`config.mk`:
```
export PLATFORM = sky130hd
export DESIGN_NAME = ascii_coordinate_pair_parser
export DESIGN_NICKNAME = d
export VERILOG_FILES = /design/src/sv/acp_pkg.sv /design/src/sv/acp_parse_step.sv /design/src/sv/ascii_coordinate_pair_parser.sv
export SDC_FILE = /design/constraint.sdc
export NUM_CORES = 1
export LEC_CHECK = 0
export ABC_AREA = 1
export BUFFER_PORTS_ARGS = -buffer_cell sky130_fd_sc_hd__buf_4
export CAP_MARGIN = 20
export CORE_MARGIN = 10
export CORE_UTILIZATION = 45
export DETAILED_ROUTE_END_ITERATION = 16
export HOLD_SLACK_MARGIN = 0.15
export PLACE_DENSITY_LB_ADDON = 0.05
export SYNTH_ARGS = -nofsm -noshare
export SYNTH_HDL_FRONTEND = slang
export SYNTH_HIERARCHICAL = 1
export SYNTH_SLANG_ARGS = --single-unit
```
`constraint.sdc`:
```
create_clock -name clk_i -period 7.52 [get_ports clk_i]
set_clock_uncertainty 0.2 [all_clocks]
set_input_delay 0.376 -clock clk_i [delete_from_list [all_inputs] [get_ports clk_i]]
set_output_delay 0.376 -clock clk_i [all_outputs]
set_load 0.02 [all_outputs]
```
`src/sv/acp_pkg.sv`:
```
`timescale 1ns / 1ps
`default_nettype none
// ----------------------------------------------------------------------------
// acp_pkg: shared types and constants of the coordinate pair parser
// Parse phases, the per-line parse state and the character codes.
// ----------------------------------------------------------------------------
package acp_pkg;

  // Character codes the parser reacts to.
  localparam logic [7:0] ChNewline = 8'h0A;
  localparam logic [7:0] ChZero    = 8'h30;
  localparam logic [7:0] ChNine    = 8'h39;
  localparam logic [7:0] ChComma   = 8'h2C;
  localparam logic [7:0] ChMinus   = 8'h2D;

  // Magnitude cap: one more than the largest positive value.
  localparam logic [16:0] MagCap   = 17'd32768;
  localparam logic [16:0] MagPosMax = 17'd32767;

  // Configuration register indexes.
  localparam logic RegDefaultX = 1'b0;
  localparam logic RegDefaultY = 1'b1;

  // Reset values of the configuration registers.
  localparam logic [15:0] DefaultXReset = 16'd320;
  localparam logic [15:0] DefaultYReset = 16'd240;

  typedef enum logic [2:0] {
    PH_START,   // expecting first number
    PH_SIGN1,   // first minus seen
    PH_DIG1,    // in first digits
    PH_START2,  // expecting second number
    PH_SIGN2,   // second minus seen
    PH_DIG2,    // in second digits
    PH_DONE,    // second number complete
    PH_FAIL     // matching failed
  } phase_e;

  typedef struct packed {
    phase_e      phase;
    logic        neg;    // sign; in PH_FAIL set when the first number failed
    logic [16:0] acc;    // magnitude being read
    logic [15:0] first;  // first number once complete
  } line_state_t;

  typedef struct packed {
    logic is_newline;  // byte ends the line
    logic is_keeper;   // byte is a digit, comma or minus
  } byte_class_t;

  localparam line_state_t LineReset = '{phase: PH_START, neg: 1'b0,
                                        acc: 17'd0, first: 16'd0};

endpackage
`default_nettype wire

```
`src/sv/acp_parse_step.sv`:
```
`timescale 1ns / 1ps
`default_nettype none
// ----------------------------------------------------------------------------
// acp_parse_step: one byte step of the coordinate pair parser
// Classifies a byte, advances the line state and forms the result on newline.
// ----------------------------------------------------------------------------
module acp_parse_step (
  input  wire logic [7:0]          byte_i,
  input  wire logic                room_i,    // line still has room for a kept byte
  input  wire acp_pkg::line_state_t state_i,
  input  wire logic [15:0]         def_x_i,
  input  wire logic [15:0]         def_y_i,
  output acp_pkg::byte_class_t     class_o,
  output acp_pkg::line_state_t     state_o,
  output logic [15:0]              coord_x_o,
  output logic [15:0]              coord_y_o
);
  import acp_pkg::*;

  logic        dig;
  logic [3:0]  digit;
  logic        keep;
  logic [19:0] acc_x10;
  logic [16:0] acc_next;
  logic [15:0] cur_val;
  phase_e      phase_d;

  // Saturated signed value of the number being read.
  function automatic logic [15:0] sat_value(input logic neg, input logic [16:0] acc);
    logic [16:0] m;
    logic [16:0] neg_m;
    m     = 17'd0;
    neg_m = 17'd0;
    if (neg) begin
      m     = (acc > MagCap) ? MagCap : acc;
      neg_m = 17'h10000 - m;
      return neg_m[15:0];
    end
    m = (acc > MagPosMax) ? MagPosMax : acc;
    return m[15:0];
  endfunction

  assign dig   = byte_i inside {[ChZero:ChNine]};
  assign digit = byte_i[3:0];
  assign class_o.is_newline = (byte_i == ChNewline);
  assign class_o.is_keeper  = dig || (byte_i == ChComma) || (byte_i == ChMinus);
  assign keep  = class_o.is_keeper && room_i && !class_o.is_newline;

  assign acc_x10  = ({3'b000, state_i.acc} << 3) + ({3'b000, state_i.acc} << 1)
                  + {16'd0, digit};
  assign acc_next = (acc_x10 > {3'b000, MagCap}) ? MagCap : acc_x10[16:0];
  assign cur_val  = sat_value(state_i.neg, state_i.acc);

  // Next phase.
  always_comb begin
    phase_d = state_i.phase;
    case (state_i.phase)
      PH_START: begin
        if (dig)                    phase_d = PH_DIG1;
        else if (byte_i == ChMinus) phase_d = PH_SIGN1;
        else                        phase_d = PH_FAIL;
      end
      PH_SIGN1: phase_d = dig ? PH_DIG1 : PH_FAIL;
      PH_DIG1: begin
        if (dig)                    phase_d = PH_DIG1;
        else if (byte_i == ChComma) phase_d = PH_START2;
        else                        phase_d = PH_FAIL;
      end
      PH_START2: begin
        if (dig)                    phase_d = PH_DIG2;
        else if (byte_i == ChMinus) phase_d = PH_SIGN2;
        else                        phase_d = PH_FAIL;
      end
      PH_SIGN2: phase_d = dig ? PH_DIG2 : PH_FAIL;
      PH_DIG2:  phase_d = dig ? PH_DIG2 : PH_DONE;
      default:  phase_d = state_i.phase;
    endcase
  end

  // Next state data and the result of a newline.
  always_comb begin
    state_o   = state_i;
    coord_x_o = def_x_i;
    coord_y_o = def_y_i;
    case (state_i.phase)
      PH_DIG1: begin
        coord_x_o = cur_val;
      end
      PH_START2, PH_SIGN2: begin
        coord_x_o = state_i.first;
      end
      PH_DIG2, PH_DONE: begin
        coord_x_o = state_i.first;
        coord_y_o = cur_val;
      end
      PH_FAIL: begin
        if (!state_i.neg) coord_x_o = state_i.first;
      end
      default: begin
        coord_x_o = def_x_i;
      end
    endcase

    if (class_o.is_newline) begin
      state_o = LineReset;
    end else if (keep) begin
      state_o.phase = phase_d;
      case (state_i.phase)
        PH_START, PH_START2: begin
          if (dig)                    state_o.acc = {13'd0, digit};
          else if (byte_i == ChMinus) state_o.neg = 1'b1;
          else begin
            state_o.neg = (state_i.phase == PH_START);
            state_o.acc = 17'd0;
          end
        end
        PH_SIGN1, PH_SIGN2: begin
          if (dig) state_o.acc = {13'd0, digit};
          else begin
            state_o.neg = (state_i.phase == PH_SIGN1);
            state_o.acc = 17'd0;
          end
        end
        PH_DIG1: begin
          if (dig) state_o.acc = acc_next;
          else begin
            state_o.first = cur_val;
            state_o.acc   = 17'd0;
            state_o.neg   = 1'b0;
          end
        end
        PH_DIG2: begin
          if (dig) state_o.acc = acc_next;
        end
        default: begin
          state_o = state_i;
        end
      endcase
    end
  end

endmodule
`default_nettype wire

```
`src/sv/ascii_coordinate_pair_parser.sv`:
```
`timescale 1ns / 1ps
`default_nettype none
// ----------------------------------------------------------------------------
// ascii_coordinate_pair_parser: ASCII "x,y" line parser
// Parses received bytes into a signed 16-bit coordinate pair per line.
// ----------------------------------------------------------------------------
//
//   Channel   Direction  Payload (low bits first)          Transfer when
//   s_axis    in         tdata[7:0] rx_byte                tvalid && tready
//   m_axis    out        tdata[15:0] coord_x,              tvalid && tready
//                        tdata[31:16] coord_y
//   cfg       in         idx 0 default_x, idx 1 default_y  cfg_we_i
//
// Each byte is captured in an input register; from there the parse step
// updates the line state and, for a newline, loads the result register.
// One byte is accepted every cycle while results drain; the result register
// is the only point of backpressure. A stalled result holds the input
// register, and the input register stops accepting once it is full.
// Reset clears the line state and both handshakes and loads the defaults
// (320, 240); no clearing pass is needed.
//
module ascii_coordinate_pair_parser #(
  parameter int LINE_BYTES = 32   // line length limit; LINE_BYTES-1 bytes kept
) (
  input  wire logic        clk_i,
  input  wire logic        rst_ni,
  // Byte stream in.
  input  wire logic        s_axis_tvalid,
  output logic             s_axis_tready,
  input  wire logic [7:0]  s_axis_tdata,   // [7:0] rx_byte
  // Coordinate pairs out.
  output logic             m_axis_tvalid,
  input  wire logic        m_axis_tready,
  output logic [31:0]      m_axis_tdata,   // [15:0] coord_x, [31:16] coord_y
  // Configuration writes.
  input  wire logic        cfg_we_i,
  input  wire logic        cfg_idx_i,
  input  wire logic [15:0] cfg_wdata_i
);
  import acp_pkg::*;

  localparam int CntW = $clog2(LINE_BYTES);
  localparam logic [CntW-1:0] KeptMax = CntW'(LINE_BYTES - 1);

  // Input register.
  logic             in_vld_q, in_vld_d;
  logic [7:0]       in_byte_q;

  // Line state.
  line_state_t      line_q, line_d;
  logic [CntW-1:0]  kept_q, kept_d;

  // Configuration registers.
  logic [15:0]      def_x_q, def_y_q;

  // Result register.
  logic             out_vld_q, out_vld_d;
  logic [31:0]      out_data_q;

  logic             adv;
  logic             proc;
  logic             room;
  byte_class_t      cls;
  logic [15:0]      coord_x, coord_y;

  // The step advances whenever the result register can take a new value.
  assign adv           = !out_vld_q || m_axis_tready;
  assign proc          = in_vld_q && adv;
  assign s_axis_tready = !in_vld_q || adv;
  assign room          = (kept_q < KeptMax);

  acp_parse_step u_step (
    .byte_i    (in_byte_q),
    .room_i    (room),
    .state_i   (line_q),
    .def_x_i   (def_x_q),
    .def_y_i   (def_y_q),
    .class_o   (cls),
    .state_o   (line_d),
    .coord_x_o (coord_x),
    .coord_y_o (coord_y)
  );

  always_comb begin
    in_vld_d = in_vld_q;
    if (s_axis_tready) in_vld_d = s_axis_tvalid;
  end

  // Kept bytes count toward the line limit; a newline starts a new line.
  always_comb begin
    kept_d = kept_q;
    if (cls.is_newline)                  kept_d = '0;
    else if (cls.is_keeper && room)      kept_d = kept_q + CntW'(1);
  end

  always_comb begin
    out_vld_d = out_vld_q;
    if (proc && cls.is_newline) out_vld_d = 1'b1;
    else if (m_axis_tready)     out_vld_d = 1'b0;
  end

  always_ff @(posedge clk_i or negedge rst_ni) begin
    if (!rst_ni) begin
      in_vld_q  <= 1'b0;
      out_vld_q <= 1'b0;
      line_q    <= LineReset;
      kept_q    <= '0;
      def_x_q   <= DefaultXReset;
      def_y_q   <= DefaultYReset;
    end else begin
      in_vld_q  <= in_vld_d;
      out_vld_q <= out_vld_d;
      if (proc) begin
        line_q <= line_d;
        kept_q <= kept_d;
      end
      if (cfg_we_i) begin
        case (cfg_idx_i)
          RegDefaultX: def_x_q <= cfg_wdata_i;
          RegDefaultY: def_y_q <= cfg_wdata_i;
          default:     def_x_q <= def_x_q;
        endcase
      end
    end
  end

  // Payload registers carry no reset.
  always_ff @(posedge clk_i) begin
    if (s_axis_tready && s_axis_tvalid) in_byte_q <= s_axis_tdata;
    if (proc && cls.is_newline)         out_data_q <= {coord_y, coord_x};
  end

  assign m_axis_tvalid = out_vld_q;
  assign m_axis_tdata  = out_data_q;

endmodule
`default_nettype wire

```
==> implementation parameters <==
Parameter                              Value

Layout
  Final non-filler cell total ... 1439
  Inserted Diodes ... 0
  Cell area after layout ... 9680 µm²
  Register cell area after layout ... 3110 µm²
  Area Growth Syn to Fin ... 17.6%
  Fill cell count ... 1803
  Share of final-layout standard cells stronger than drive strength 1 ... 16.0%
  Post-layout nets ... 1264
  Multi-input combinational cell area ... around 4400 µm²

CTS
  Maximum clock insertion buffer count ... 2
  Post-CTS resize count ... 0
  H-tree lvl count ... 4
  Post-CTS Setup Bufs ... 0
  Clock sinks ... 116
  CTS tree ... yes
  Clk Tree Root Cell ... sky130_fd_sc_hd__clkbuf_16
  Worst-skew pair later-pin latency ... 0.42 ns
  Clock transition at the registers of the reported paths ... 0.06 ns
  Total CTS buffers ... 17

Pwr
  Max rail drop VDD ... 0.000242 V
  Leakage power figure ... a little under 5 nW
  Ratio of total power to cell area ... 282 nW/µm²

Worst setup path
  Arrival time of the worst setup path ... 3.70 ns
  Worst Path Required ... roughly 7.7 ns
  Critical-path cell list ... ha_1, ha_1, inv_1, fa_1, inv_1, nand3_1, nand2_2, nand2_2, nand2_2, nand2_1, nand2_1, nand2_1, nand2_1, nand3_2, nor2_2, and2_4, nand3_1, a21boi_0, nand2_1, nand2_1
  Cell seen most often among critical-path stages ... sky130_fd_sc_hd__nand2_1
  Critical Path Source Type ... flop
  CP endpoint kind ... flop
  Slowest library cell on the worst path ... sky130_fd_sc_hd__dfrtp_1
  Largest fanout on the critical path ... 14
  Slowest cell delay on critical path ... approximately 0.49 ns
  Class of the most critical setup path ... reg2reg

Floorplanning
  Core ar. ... 18000 µm²
  Effective utilization at floorplan ... 45.8%
  Row cnt ... 49
  Count of pins on the block boundary ... 64
  Die height ... ~160 µm
  Horiz. Die Dim ... 155 µm
  Die outline area ... 24100 µm²

Placed design
  IO Port Bufs ... 63
  Post-detailed-placement half-perimeter wirelength ... 16000 µm
  Placer Congestion ... 0.854
  Cell count after placement ... 1377
  Pre-CTS worst setup slack ... 4.01 ns
  Placed inst area ... 8800 µm²

GRT
  Congestion Overflow GR ... 0
  Via count of the first global-routing pass ... approximately 7300
  First-pass GRT wire length ... 37600 µm
  Aggregate global-route resource usage ... 19.0%
  Initial antenna violation count ... 0
  Pin count of the biggest net entering global routing ... 77

STA
  Max Clk Rate ... 282 MHz
  Slew at the pin closest to its max-slew limit ... around 1 ns
  Fraction of the cycle the final worst path needs ... 47.2%
  Unrepaired setup endpoints after global routing ... no
  Setup_tns ... 0 ns
  Worst hold slack ... 0.277 ns
  Post-layout minimum cycle time ... 3.55 ns
  Remaining max-slew budget at the tightest pin ... 34.9%
  Max-slew violation count ... 0
  Setup slack of the critical path after layout ... 3.97 ns
  Final setup vio count ... 0
  Fin. Hold Viols ... 0

Drt
  Number of DRC violations after detailed routing ... 0
  WL/cell ... 15.8 µm
  DR iter-0 viols ... 486
  Via count ... 7514
  Number of optimization iterations in the first detailed-route pass ... 5
  Post-DRT Antenna Nets ... 0
  Detailed-route wire length ... 22700 µm
  Post-DR vias/cell ... around 5.2

Synth
  Leading register cell type out of synthesis ... sky130_fd_sc_hd__dfrtp_1
  Number of unique standard cell types used by synthesis ... 56
  Count of flip-flops with a built-in enable after synthesis ... 40
  Gate count of the mapped netlist ... 1117
  Sequential area share after synthesis ... 37.8%
  Flop and latch count out of synthesis ... roughly 120
  Number of synthesis warnings ... 6
  Synthesized area per cell ... 7.36 µm²
  Post-synthesis cell area ... ~8200 µm²
  Async set or reset register ratio after synthesis ... 65.5%
  Mapped Nets ... 1184

Job
  Max capacitance violation total ... 0

Hold path
  Worst hold-check path type ... in2async

Run status
  Run status ... finished clean
==> routing by layer <==
metal / up-vias / wire length [µm] / global-route usage (%) / part of all wire (%)
met4: 0 / 297 / 4.72 / 1.3
met5: - / 0 / 0 / 0
met1: 3501 / 10600 / 25.0 / 47
li1: 3828 / - / - / -
met2: 166 / 10800 / 31.5 / 48
met3: 19 / 936 / 3.50 / 4.1
==> cells in the mapped netlist (3+ instances only) <==
cell                         n  area, µm²
sky130_fd_sc_hd__o21ai_0    85        425
sky130_fd_sc_hd__inv_1     125        469
sky130_fd_sc_hd__nand3b_1    9       67.6
sky130_fd_sc_hd__nand3_1    83        415
sky130_fd_sc_hd__xnor2_1     6       52.6
sky130_fd_sc_hd__nand4_1    15       93.8
sky130_fd_sc_hd__nor2_2      9       56.3
sky130_fd_sc_hd__clkbuf_1   15       56.3
sky130_fd_sc_hd__o41ai_1     4       35.0
sky130_fd_sc_hd__ha_1       35        438
sky130_fd_sc_hd__nand2_1   363       1360
sky130_fd_sc_hd__a31oi_1     3       18.8
sky130_fd_sc_hd__edfxtp_1   40       1200
sky130_fd_sc_hd__a21boi_0    3       22.5
sky130_fd_sc_hd__o21ai_1     7       35.0
sky130_fd_sc_hd__xor2_1      4       35.0
sky130_fd_sc_hd__buf_2      10       50.1
sky130_fd_sc_hd__nand3_2    15        150
sky130_fd_sc_hd__dfrtp_1    70       1750
sky130_fd_sc_hd__nand2_2    22        138
sky130_fd_sc_hd__a21boi_2   10        113
sky130_fd_sc_hd__nor2_4      3       33.8
sky130_fd_sc_hd__nor2_1     55        206
sky130_fd_sc_hd__inv_2      15       56.3
sky130_fd_sc_hd__a21oi_2     4       35.0
sky130_fd_sc_hd__nand2_4     4       45.0
sky130_fd_sc_hd__o22ai_1     3       18.8
sky130_fd_sc_hd__a21oi_1    38        190
sky130_fd_sc_hd__buf_4       4       30.0
sky130_fd_sc_hd__buf_6       5       56.3
sky130_fd_sc_hd__dfstp_2     6        158
sky130_fd_sc_hd__nor3_1      7       35.0
sky130_fd_sc_hd__a22o_1      9       78.8
==> stage by stage <==
step | util (%) | power, mW
2_1_floorplan | - | 1.67
3_3_place_gp | 49.0 | 1.92
3_5_place_dp | 49.0 | 1.93
4_1_cts | 53.8 | 2.73
5_1_grt | 53.9 | 2.92
6_report | 53.9 | 2.72
==> cell usage in the layout, fill, tap and decap left out, drive strengths merged, types with 29 or more instances in the layout <==
master and count:
o21ai 93, edfxtp 40, dlygate4sd3 29, dfrtp 70, nand2 389, nand3 98, ha 35, a21oi 43
inv 144, buf 69, nor2 67
==> cell families after synthesis <==
logic type,Yosys count,share of synthesized area (%)
compound gates,185,13.8
xor+xnor,10,1.06
fa+ha+maj,37,5.81
buf+inv,178,9.13
flops,116,37.8
mux,1,0.122
simple gates,590,32.3
==> state kept, by name (all words and copies together) (netlist names) <==
name,flops
m_axis_tvalid,1
in_vld_q,1
def_x_q,16
def_y_q,16
kept_q,5
m_axis_tdata,32
in_byte_q,8
line_q,37
==> worst max-delay path, delay by kind of cell (launching register included) <==
kind                     cells  cell delay, ns
flip-flops                   1            0.49
buffers and inverters        2            0.18
adder cells (fa/ha/maj)      3            1.03
AND/OR/NAND/NOR             14            1.38
AO/OA/AOI/OAI                1            0.17
==> report_power, final <==
| part | switching, mW | internal [mW] |
|---|---|---|
| Clock | 0.317 | 0.466 |
| Combinational | 0.705 | 0.374 |
| Sequential | 0.114 | 0.750 |
==> layout make-up <==
cell class,instances,area share [%]
sequential,116,32.1
timing repair buffer,98,8.48
multi-input combinational,823,45.1
clock inverter,14,1.31
tap,229,2.96
inverter,141,5.47
clock buffer,18,4.54
==> timing repair <==
item                                    CTS  global route
endpoints found under the setup margin    0             0
hold endpoints to repair                112             0
hold buffers                             29             0
==> path summary, 6_finish.rpt <==
kind                       depth (start not counted)     endpoint   startpoint  slack [ns]
hold / removal                                     2   line_q[31]       rst_ni        0.28
setup reg to reg                                  20   line_q[19]   line_q[17]        3.97
max in group asynchronous                          3   def_x_q[6]       rst_ni        6.16
min in group clk_i                                 2  def_y_q[12]  def_y_q[12]        0.28
hold reg to reg                                    2  def_y_q[12]  def_y_q[12]        0.28
setup / recovery                                  20   line_q[19]   line_q[17]        3.97
(Power assumes the default switching activity.)
